## config.mk

```make
export PLATFORM = sky130hd
export DESIGN_NAME = particle_frame_parser_averager
export DESIGN_NICKNAME = d
export VERILOG_FILES = /design/src/hdl/pfpa_pkg.sv /design/src/hdl/pfpa_cell.sv /design/src/hdl/pfpa_frame.sv /design/src/hdl/pfpa_avg_div.sv /design/src/hdl/particle_frame_parser_averager.sv
export SDC_FILE = /design/constraint.sdc
export NUM_CORES = 2
export LEC_CHECK = 0
export BUFFER_PORTS_ARGS = -buffer_cell sky130_fd_sc_hd__buf_2
export CAP_MARGIN = 20
export CORE_UTILIZATION = 50
export DETAILED_ROUTE_END_ITERATION = 7
export GPL_TIMING_DRIVEN = 0
export PLACE_DENSITY = 0.69
export REMOVE_ABC_BUFFERS = 1
export SYNTH_ARGS = -nofsm -noshare
export SYNTH_HDL_FRONTEND = slang
export SYNTH_SLANG_ARGS = --single-unit
```

## constraint.sdc

```tcl
create_clock -name clk -period 6.9 [get_ports clk]
set_input_delay 0.69 -clock clk [delete_from_list [all_inputs] [get_ports clk]]
set_output_delay 0.69 -clock clk [all_outputs]
set_load 0.05 [all_outputs]
```

## src/hdl/pfpa_pkg.sv

```systemverilog
package pfpa_pkg;

	localparam logic [7:0] HEADER_BYTE = 8'hAA;
	localparam logic [7:0] COMMAND_BYTE = 8'hC0;
	localparam int DATA_BYTES = 6;
	localparam logic [15:0] READING_LIMIT_RST = 16'd9999;
	localparam logic [15:0] AVERAGE_LIMIT_RST = 16'd999;

	localparam logic CMD_BYTE = 1'b0;
	localparam logic CMD_STROBE = 1'b1;

	localparam logic KIND_READING = 1'b0;
	localparam logic KIND_AVERAGE = 1'b1;

	localparam logic REG_READING_LIMIT = 1'b0;
	localparam logic REG_AVERAGE_LIMIT = 1'b1;

	typedef struct packed {
		logic       command;
		logic [7:0] rx_byte;
	} sample_t;

	typedef struct packed {
		logic        kind;
		logic [15:0] fine_value;
		logic [15:0] coarse_value;
	} result_t;

	typedef struct packed {
		logic [15:0] fine;
		logic [15:0] coarse;
	} pair_t;

	typedef struct packed {
		logic  done;
		pair_t fresh;
		pair_t latest;
	} frame_t;

endpackage

```

## src/hdl/pfpa_cell.sv

```systemverilog
module pfpa_cell (
	input  logic          clk,
	input  logic          arst_n,
	input  logic          en,
	input  pfpa_pkg::pair_t d,
	output pfpa_pkg::pair_t q
);
	import pfpa_pkg::*;

	pair_t data_q;

	always_ff @(posedge clk or negedge arst_n) begin
		if (!arst_n) begin
			data_q <= '0;
		end else if (en) begin
			data_q <= d;
		end
	end

	assign q = data_q;

endmodule

```

## src/hdl/pfpa_frame.sv

```systemverilog
module pfpa_frame (
	input  logic           clk,
	input  logic           arst_n,
	input  logic           en,
	input  logic [7:0]     rx_byte,
	input  logic [15:0]    reading_limit,
	output pfpa_pkg::frame_t fo
);
	import pfpa_pkg::*;

	typedef enum logic [4:0] {
		ST_HUNT = 5'b00001,
		ST_CMD  = 5'b00010,
		ST_DATA = 5'b00100,
		ST_CSUM = 5'b01000,
		ST_TAIL = 5'b10000
	} state_t;

	localparam int CNT_W = $clog2(DATA_BYTES);

	state_t           state_q;
	logic [CNT_W-1:0] count_q;
	logic [7:0]       csum_q;
	logic             pass_q;
	logic [7:0]       bytes_q [DATA_BYTES];
	pair_t            latest_q;
	logic [15:0]      fine_raw;
	logic [15:0]      coarse_raw;
	pair_t            fresh;
	logic             done;

	// bytes shift in at entry 0, so the first data byte ends up in the last entry
	assign fine_raw = {bytes_q[DATA_BYTES-2], bytes_q[DATA_BYTES-1]};
	assign coarse_raw = {bytes_q[DATA_BYTES-4], bytes_q[DATA_BYTES-3]};

	always_comb begin
		fresh.fine = (fine_raw > reading_limit) ? reading_limit : fine_raw;
		fresh.coarse = (coarse_raw > reading_limit) ? reading_limit : coarse_raw;
	end

	assign done = en && (state_q == ST_TAIL) && pass_q;

	always_ff @(posedge clk or negedge arst_n) begin
		if (!arst_n) begin
			state_q <= ST_HUNT;
			count_q <= '0;
			csum_q <= '0;
			pass_q <= 1'b0;
			latest_q <= '0;
		end else if (en) begin
			unique case (state_q)
				ST_CMD: begin
					if (rx_byte == COMMAND_BYTE) begin
						csum_q <= '0;
						count_q <= '0;
						state_q <= ST_DATA;
					end else begin
						state_q <= ST_HUNT;
					end
				end
				ST_DATA: begin
					csum_q <= csum_q + rx_byte;
					count_q <= count_q + 1'b1;
					if (count_q == CNT_W'(DATA_BYTES - 1)) begin
						state_q <= ST_CSUM;
					end
				end
				ST_CSUM: begin
					pass_q <= (csum_q == rx_byte);
					state_q <= ST_TAIL;
				end
				ST_TAIL: begin
					state_q <= ST_HUNT;
					if (pass_q) begin
						latest_q <= fresh;
					end
				end
				default: begin
					state_q <= (rx_byte == HEADER_BYTE) ? ST_CMD : ST_HUNT;
				end
			endcase
		end
	end

	always_ff @(posedge clk) begin
		if (en && state_q == ST_DATA) begin
			bytes_q[0] <= rx_byte;
			for (int i = 1; i < DATA_BYTES; i++) begin
				bytes_q[i] <= bytes_q[i-1];
			end
		end
	end

	always_comb begin
		fo.done = done;
		fo.fresh = fresh;
		fo.latest = latest_q;
	end

endmodule

```

## src/hdl/pfpa_avg_div.sv

```systemverilog
module pfpa_avg_div #(
	parameter int WINDOW = 30,
	parameter int SUM_W = 21
) (
	input  logic             clk,
	input  logic             en,
	input  logic [SUM_W-1:0] sum,
	output logic [15:0]      quot
);
	localparam int HALF = 5 * WINDOW;
	localparam int DIV = 10 * WINDOW;
	localparam int X_W = SUM_W + 1;
	localparam int DIV_W = $clog2(DIV);
	localparam int M_W = X_W - DIV_W + 1;
	localparam int Q_W = X_W - DIV_W + 1;
	localparam int P_W = X_W + M_W;
	localparam longint RECIP = (longint'(1) << X_W) / DIV;

	logic [X_W-1:0] x_s1;
	logic [X_W-1:0] x_s2;
	logic [P_W-1:0] prod_s2;
	logic [Q_W-1:0] quot_s3;
	logic [Q_W-1:0] q_est;
	logic [X_W-1:0] rem;

	// estimate is floor or one below: fix with a single remainder compare
	assign q_est = Q_W'(prod_s2 >> X_W);
	assign rem = x_s2 - X_W'(X_W'(q_est) * X_W'(DIV));

	always_ff @(posedge clk) begin
		if (en) begin
			x_s1 <= {1'b0, sum} + X_W'(HALF);
			prod_s2 <= P_W'(x_s1) * P_W'(RECIP);
			x_s2 <= x_s1;
			quot_s3 <= (rem >= X_W'(DIV)) ? q_est + 1'b1 : q_est;
		end
	end

	assign quot = 16'(quot_s3);

endmodule

```

## src/hdl/particle_frame_parser_averager.sv

```systemverilog
// Channel   Direction  Handshake                     Payload
// sample    in         sample_valid / sample_ready   sample_t (command, rx_byte)
// result    out        result_valid / result_ready   result_t (kind, fine/coarse value)
// cfg       in         cfg_we                        cfg_index, cfg_data
//
// One transaction per cycle unless a held result stalls; a result passes stages s1, s2,
// s3 (the three-stage constant divider behind the window sums) and the output register.
// Reset clears the parser, the latest readings, every window cell and the sums, and loads
// the default limits. A held result with result_ready low freezes the whole pipeline and
// drops sample_ready.
module particle_frame_parser_averager #(
	parameter int WINDOW = 30
) (
	input  logic              clk,
	input  logic              arst_n,
	input  logic              sample_valid,
	output logic              sample_ready,
	input  pfpa_pkg::sample_t sample,
	output logic              result_valid,
	input  logic              result_ready,
	output pfpa_pkg::result_t result,
	input  logic              cfg_we,
	input  logic              cfg_index,
	input  logic [15:0]       cfg_data
);
	import pfpa_pkg::*;

	localparam int SUM_W = 16 + $clog2(WINDOW);

	logic        adv;
	logic        accept;
	logic        strobe;
	logic [15:0] reading_limit_q;
	logic [15:0] average_limit_q;
	frame_t      fo;
	pair_t       chain [WINDOW+1];
	logic [SUM_W-1:0] fine_sum_q;
	logic [SUM_W-1:0] coarse_sum_q;
	logic [SUM_W-1:0] fine_sum_next;
	logic [SUM_W-1:0] coarse_sum_next;
	logic [15:0] fine_avg;
	logic [15:0] coarse_avg;
	logic        v_s1, v_s2, v_s3;
	logic        kind_s1, kind_s2, kind_s3;
	pair_t       rd_s1, rd_s2, rd_s3;
	logic        out_valid_q;
	result_t     out_q;

	assign adv = !out_valid_q || result_ready;
	assign sample_ready = adv;
	assign accept = sample_valid && adv;
	assign strobe = accept && (sample.command == CMD_STROBE);

	always_ff @(posedge clk or negedge arst_n) begin
		if (!arst_n) begin
			reading_limit_q <= READING_LIMIT_RST;
			average_limit_q <= AVERAGE_LIMIT_RST;
		end else if (cfg_we) begin
			unique case (cfg_index)
				REG_READING_LIMIT: reading_limit_q <= cfg_data;
				REG_AVERAGE_LIMIT: average_limit_q <= cfg_data;
				default: ;
			endcase
		end
	end

	pfpa_frame u_frame (
		.clk           (clk),
		.arst_n        (arst_n),
		.en            (accept && (sample.command == CMD_BYTE)),
		.rx_byte       (sample.rx_byte),
		.reading_limit (reading_limit_q),
		.fo            (fo)
	);

	// the window is a shift chain: what falls off the far end is the entry it replaces
	assign chain[0] = fo.latest;

	for (genvar g = 0; g < WINDOW; g++) begin : g_cell
		pfpa_cell u_cell (
			.clk    (clk),
			.arst_n (arst_n),
			.en     (strobe),
			.d      (chain[g]),
			.q      (chain[g+1])
		);
	end

	assign fine_sum_next = fine_sum_q - SUM_W'(chain[WINDOW].fine) + SUM_W'(fo.latest.fine);
	assign coarse_sum_next = coarse_sum_q - SUM_W'(chain[WINDOW].coarse)
		+ SUM_W'(fo.latest.coarse);

	always_ff @(posedge clk or negedge arst_n) begin
		if (!arst_n) begin
			fine_sum_q <= '0;
			coarse_sum_q <= '0;
		end else if (strobe) begin
			fine_sum_q <= fine_sum_next;
			coarse_sum_q <= coarse_sum_next;
		end
	end

	pfpa_avg_div #(.WINDOW(WINDOW), .SUM_W(SUM_W)) u_div_fine (
		.clk  (clk),
		.en   (adv),
		.sum  (fine_sum_next),
		.quot (fine_avg)
	);

	pfpa_avg_div #(.WINDOW(WINDOW), .SUM_W(SUM_W)) u_div_coarse (
		.clk  (clk),
		.en   (adv),
		.sum  (coarse_sum_next),
		.quot (coarse_avg)
	);

	always_ff @(posedge clk or negedge arst_n) begin
		if (!arst_n) begin
			v_s1 <= 1'b0;
			v_s2 <= 1'b0;
			v_s3 <= 1'b0;
			out_valid_q <= 1'b0;
		end else if (adv) begin
			v_s1 <= strobe || fo.done;
			v_s2 <= v_s1;
			v_s3 <= v_s2;
			out_valid_q <= v_s3;
		end
	end

	always_ff @(posedge clk) begin
		if (adv) begin
			kind_s1 <= strobe ? KIND_AVERAGE : KIND_READING;
			rd_s1 <= fo.fresh;
			kind_s2 <= kind_s1;
			rd_s2 <= rd_s1;
			kind_s3 <= kind_s2;
			rd_s3 <= rd_s2;
			out_q.kind <= kind_s3;
			if (kind_s3 == KIND_AVERAGE) begin
				out_q.fine_value <= (fine_avg > average_limit_q) ? average_limit_q : fine_avg;
				out_q.coarse_value <= (coarse_avg > average_limit_q) ? average_limit_q
					: coarse_avg;
			end else begin
				out_q.fine_value <= rd_s3.fine;
				out_q.coarse_value <= rd_s3.coarse;
			end
		end
	end

	assign result_valid = out_valid_q;
	assign result = out_q;

endmodule
```

# After elaboration in Yosys (flattened, before gate mapping)
# Memories as Yosys holds them, arrays and structs flattened.
# Index checks and enable logic that the tools add are counted.
totals:
  regBits: 1407
  ramBits: 48
  out_inout_bits: 35
  word_cells: 163
  memories: 1
mem_list:
  columns: ["memory", "depth", "word_bits", "read_ports", "rd_ports_with_merged_regs", "wr", "line_no", "rtl"]
  rows:
  - ["u_frame.bytes_q", 6, 8, 6, 0, 6, "pfpa_frame.sv:25", "logic [7:0] bytes_q [DATA_BYTES];"]
op_classes:
  addsub: 12
  n_mul: 4
  n_lt_le_gt_ge: 6
  n_eq_ne: 10
  muxes: 18
  bitwise: 2
  reduce_logical: 16
ops:
  columns: ["op", "count"]
  rows:
  - ["22-bit by 14-bit multiplier with 36-bit output, second input constant", 2]
  - ["16-bit 2-to-1 mux", 4]
  - ["21-bit by 8-bit adder with 22-bit output, second input constant", 2]
  - ["22-bit by 9-bit >= comparator with 1-bit output, second input constant", 2]
  - ["22-bit subtractor", 2]
  - ["21-bit by 16-bit adder with 21-bit output", 2]
  - ["21-bit by 16-bit subtractor with 21-bit output", 2]
  - ["14-bit by 7-bit multiplier with 20-bit output, second input constant", 2]
  - ["14-bit by 16-bit greater-than comparator with 1-bit output", 2]
  - ["16-bit greater-than comparator", 2]
  - ["32-bit 2-to-1 mux", 1]
  - ["14-bit by 1-bit adder with 14-bit output, second input constant", 2]
  - ["14-bit 2-to-1 mux", 2]
  - ["5-bit case mux with 4 select lines", 1]
  - ["8-bit equality test, second input constant", 2]
  - ["8-bit case mux with 2 select lines", 1]
  - ["8-bit adder", 1]
  - ["8-bit equality test", 1]
  - ["8-bit 2-to-1 mux", 1]
  - ["2-bit AND reduction", 4]
  - ["1-bit logical AND", 6]
  - ["3-bit 2-to-1 mux", 2]
  - ["3-bit case mux with 2 select lines", 1]
  - ["3-bit AND reduction", 2]
  - ["14 further kinds", 19]

# Longest topological paths before layout
depth:
  ltp_word: 7
  mapped_depth: 28

# By module
# From an unflattened synthesis, not the netlist that was laid out.
hier_totals:
  hier_cells: 5707
  hier_area_um2: 80163.1
modules_own_cells:
  columns: ["module", "instances", "cells_each", "area_per_inst_um2", "seq_area_each_um2"]
  rows:
  - ["pfpa_cell", 30, 68, 1345.0, 800.8]
  - ["particle_frame_parser_averager", 1, 1101, 12132.9, 5935.7]
  - ["pfpa_avg_div (u_div_coarse)", 1, 1014, 11003.1, 2102.0]
  - ["pfpa_avg_div (u_div_fine)", 1, 1000, 10896.7, 2102.0]
  - ["pfpa_frame", 1, 552, 5779.3, 2668.8]

# Worst setup path before layout
# OpenSTA, ideal clock, no wires.
synth_timing:
  path_type: "input to register"
  start: "in result_ready"
  end: "reg u_frame.latest_q, in the netlist u_frame.fo[21]"
  setup_time_ps: 125
  arrival_ps: 6194
  required_time_ps: 6775
  path_slack_ps: 581
  stages: 8
  path_buffers: 3
  path_cell_list: "nand2b_1 buf_2 nand2_1 or2_2 clkbuf_1 nor2_1 clkbuf_1 mux2_2"
synth_between:
  elab_chain_cells: 4
synth_rtl:
  columns: ["item", "line_no", "rtl"]
  rows:
  - ["from (decl)", "particle_frame_parser_averager.sv:20", "input logic result_ready,"]
  - ["1-bit logical OR", "particle_frame_parser_averager.sv:49", "assign adv = !out_valid_q || result_ready;"]
  - ["via sample_ready", "particle_frame_parser_averager.sv:17", "output logic sample_ready,"]
  - ["1-bit logical AND", "particle_frame_parser_averager.sv:51", "assign accept = sample_valid && adv;"]
  - ["1-bit logical AND", "particle_frame_parser_averager.sv:70", ".en (accept && (sample.command == CMD_BYTE)),"]
  - ["3-bit AND reduction (no source line)", null, null]
  - ["to (signal assigned)", "pfpa_frame.sv:75", "latest_q <= fresh;"]
  - ["to (decl)", "pfpa_frame.sv:26", "pair_t latest_q;"]
# The timed path passes the listed nets, and every way through them passes these cells.
# A chain may end at the register's enable or synchronous reset.

# Worst setup path in the final report
layout_timing:
  start: "reg u_div_fine.prod_s2[27]"
  end: "reg u_div_fine.quot_s3[8], data pin"
layout_between:
  elab_chain_cells: 4
  word_cells_on_any_way: 5
  classes_between: "2 x add/sub; 1 x mul; 1 x order compare; 1 x mux"
layout_rtl:
  columns: ["item", "line_no", "rtl"]
  rows:
  - ["from (decl)", "pfpa_avg_div.sv:21", "logic [P_W-1:0] prod_s2;"]
  - ["from (signal assigned)", "pfpa_avg_div.sv:33", "prod_s2 <= P_W'(x_s1) * P_W'(RECIP);"]
  - ["14-bit by 7-bit multiplier with 20-bit output", "pfpa_avg_div.sv:28", "assign rem = x_s2 - X_W'(X_W'(q_est) * X_W'(DIV));"]
  - ["22-bit subtractor", "pfpa_avg_div.sv:28", null]
  - ["22-bit by 9-bit >= comparator with 1-bit output", "pfpa_avg_div.sv:35", "quot_s3 <= (rem >= X_W'(DIV)) ? q_est + 1'b1 : q_est;"]
  - ["14-bit 2-to-1 mux *", "pfpa_avg_div.sv:35", null]
  - ["to (signal assigned)", "pfpa_avg_div.sv:35", null]
  - ["to (decl)", "pfpa_avg_div.sv:22", "logic [Q_W-1:0] quot_s3;"]
# Mark *: on every way between the ends. The rest lies on a longest branch, timed or not.

==> impl_metrics.env <==
export IMPL_antenna_found_initial=10
export IMPL_synth_edf_count=320
export IMPL_final_period_utilization_pct=97.7
export IMPL_required_ps=7400
export IMPL_synth_ff_type="dfrtp_1"
export IMPL_fillers=12500
export IMPL_wirelength_mm=151
export IMPL_cts_clk_slew_worst_paths_ps=60
export IMPL_syn_inst=7462
export IMPL_io_buffers=65
export IMPL_r2r_start="u_div_fine.prod_s2[27]"
export IMPL_drive_gt1_share_pct=7.75
export IMPL_dieArea_um2=149000
export IMPL_cp_arrival_ps=7240
export IMPL_timing_setup_tns_ps=0
export IMPL_final_core_util_pct=56.4
export IMPL_cp_slowest_cell="edfxtp_1"
export IMPL_cp_start_kind="flop"
export IMPL_cp_common_cell="ha_1"
export IMPL_maxCapViolCount=0
export IMPL_regToRegEndpoint="u_div_fine.quot_s3[8]"
export IMPL_track_usage_pct=20.9
export IMPL_tightest_slew_ps=1070
export IMPL_antenna_left=0
export IMPL_die_w_um=386
export IMPL_grt_first_pass_wirelength_mm=252
export IMPL_fmax_mhz=148
export IMPL_syn_area_um2=73800
export IMPL_cts_sinks=1407
export IMPL_yosysWarnings=0
export IMPL_drc=0
export IMPL_worst_path_max_fanout=7
export IMPL_avgSynthCellArea_um2=9.88
export IMPL_overflow=0
export IMPL_grt_pass1_vias=49200
export IMPL_dp_hpwl_mm=104
export IMPL_endpoint_kind="flop"
export IMPL_layout_commonest_cell="nand2_1"
export IMPL_area_delta_synth_final_pct=11.7
export IMPL_min_path_type="input port to flop"
export IMPL_crit_buf_inv=3
export IMPL_cts_tree="built"
export IMPL_finalClockSkew_ps=51.2
export IMPL_layout_common_cells="2997 x nand2_1, 1070 x dfrtp_1, 549 x inv_1, 537 x ha_1, 327 x fa_1"
export IMPL_nets=8426
export IMPL_clock_latency_ps=790
export IMPL_critPathLaunch="u_div_fine.prod_s2[27]"
export IMPL_htreeDepth=4
export IMPL_status="complete, no violations"
export IMPL_numCtsBuffers=148
export IMPL_critPathKind="flop to flop"
export IMPL_maxSlewViolCount=0
export IMPL_via_count=49100
export IMPL_ys_seq_area_share_pct=49.9
export IMPL_rows=140
export IMPL_io_pins=66
export IMPL_hold_depth=1
export IMPL_vias_per_cell=5.14
export IMPL_holdPathEnd="u_frame.bytes_q[0][4]"
export IMPL_grt_max_degree=181
export IMPL_design_core_area_um2=146000
export IMPL_place_congestion=0.892
export IMPL_dieHeight_um=386
export IMPL_setup_viol=0
export IMPL_firstDrtPassIters=6
export IMPL_slowest_delay_ps=490
export IMPL_synthArstFlopShare_pct=77.3
export IMPL_r2r_worst_path_cells=27
export IMPL_min_from="sample[4]"
export IMPL_clockBufferDepth=3
export IMPL_drt_initial_drc_count=3434
export IMPL_period_needed_ps=6740
export IMPL_initial_core_util_pct=50.5
export IMPL_wl_per_cell_um=15.8
export IMPL_root_buffer="clkbuf_16"
export IMPL_critical_path_top_delay_family="compound AO/OA/AOI/OAI gates"
export IMPL_ys_ff_latch=1407
export IMPL_relSlewSlack_pct=27.8
export IMPL_synth_cell_types=96
export IMPL_hold_viol_final=0
export IMPL_ff2ff_setup_slack_ps=160
[state kept, by name (all words and copies together) (netlist names), 16 cells and up]
signal / count
average_limit_q: 16
coarse_sum_q: 21
fine_sum_q: 21
g_cell.u_cell.q: 960
rd_s1: 32
rd_s2: 32
rd_s3: 32
reading_limit_q: 16
result: 33
u_div_coarse.x_s1: 22
u_div_coarse.x_s2: 20
u_div_fine.x_s1: 22
u_div_fine.x_s2: 20
u_frame.bytes_q: 48
u_frame.fo: 32
[synthesized netlist by cell type, types with 7 or more instances]
| master | n | area [um^2] |
|---|---|---|
| or2_2 | 9 | 56.3 |
| fa_1 | 327 | 6550 |
| o21a_1 | 39 | 293 |
| dfrtp_1 | 1070 | 26800 |
| a211o_1 | 7 | 61.3 |
| inv_1 | 553 | 2080 |
| xnor2_1 | 109 | 955 |
| clkbuf_1 | 252 | 946 |
| nand2_1 | 2997 | 11200 |
| nor2_1 | 132 | 495 |
| a211oi_1 | 27 | 203 |
| mux2_2 | 71 | 800 |
| or3_1 | 10 | 62.6 |
| buf_2 | 11 | 55.1 |
| nor4_1 | 11 | 68.8 |
| a31oi_1 | 9 | 56.3 |
| a21o_1 | 54 | 405 |
| edfxtp_1 | 320 | 9610 |
| o211ai_1 | 14 | 105 |
| nor2b_1 | 23 | 144 |
| o21ai_1 | 11 | 55.1 |
| dfstp_2 | 17 | 447 |
| o2111ai_1 | 7 | 61.3 |
| a21oi_1 | 176 | 881 |
| nor3b_1 | 7 | 52.6 |
| nand2b_1 | 27 | 169 |
| nand4_1 | 32 | 200 |
| and3_1 | 15 | 93.8 |
| xor2_1 | 62 | 543 |
| o21bai_1 | 10 | 75.1 |
| nand3_1 | 44 | 220 |
| a31o_2 | 8 | 70.1 |
| ha_1 | 549 | 6870 |
| nor3_1 | 80 | 400 |
| o21ai_0 | 202 | 1010 |
| mux2i_1 | 36 | 360 |
[how the worst max path moves through the flow]
| stage | endpoint | cells after the start |
|---|---|---|
| after floorplan | coarse_sum_q[20] | 4 |
| after global routing | u_div_fine.quot_s3[1] | 27 |
| after global placement | g_cell[5].u_cell.q[9] | 6 |
| after CTS | u_div_fine.quot_s3[6] | 26 |
| after detailed placement | u_div_fine.quot_s3[6] | 24 |
| final | u_div_fine.quot_s3[8] | 27 |
[worst reg2reg max path, delay by kind of cell, from the launching register on]
family | cells | cell delay, ps
DFF | 1 | 490
adders and majority gates | 6 | 1910
xor gates and xnor gates | 2 | 420
buffers and inverters | 3 | 310
and+or+nand+nor | 5 | 900
AOI/OAI and AO/OA | 11 | 2440
[routing by layer]
layer	up-vias	routed length (um)	global-route usage, %
li1	24100	-	-
met1	24000	70400	29.4
met2	767	69500	32.8
met3	243	5720	3.22
met4	4	5020	7.58
met5	-	33	0
[final cells by class]
class                      count  area, um^2  area share, %
antenna                        4        10.0         0.0121
clock buffer                 219        4360           5.28
clock inverter                52         786          0.953
inverter                     554        2090           2.53
multi-input combinational   5236       34100           41.4
sequential                  1407       36800           44.7
tap                         1917        2400           2.91
timing repair buffer         172        1860           2.25
[metrics by stage]
stage | hold slack, ps | worst slack (ps) | cell area (um^2) | instances
CTS | 78.7 | -10.6 | 81800 | 9499
finish | 129 | 157 | 82400 | 9561
floorplan | 394 | -65150 | 72700 | 7197
global placement | 403 | -136190 | 75500 | 9179
detailed placement | 405 | -979 | 76500 | 9220
global route | 111 | -117 | 82400 | 9559
[cell families (layout without fill, tap and decap cells)]
| group | after synthesis | after routing | share of synthesized area [%] |
|---|---|---|---|
| and+or+nand+nor | 3431 | 3431 | 18.5 |
| DFF | 1407 | 1407 | 49.9 |
| adders and majority gates | 876 | 876 | 18.2 |
| buffers and inverters | 819 | 997 | 4.20 |
| AOI/OAI and AO/OA | 647 | 647 | 5.52 |
| xor gates and xnor gates | 175 | 175 | 2.12 |
| muxes | 107 | 107 | 1.57 |
| other | 0 | 4 | 0 |
[what timing repair did]
item / CTS / global route
hold endpoints to repair: 67 / 0
pin swaps: 1 / 33
gates resized for setup: 7 / 35
hold buffers: 1 / 0
setup endpoints to repair: 26 / 20
gates cloned: 0 / 0
buffers inserted: 7 / 58
Power is not shown: default switching activity piles up to over one toggle a cycle in this logic, so the estimate is an artifact.
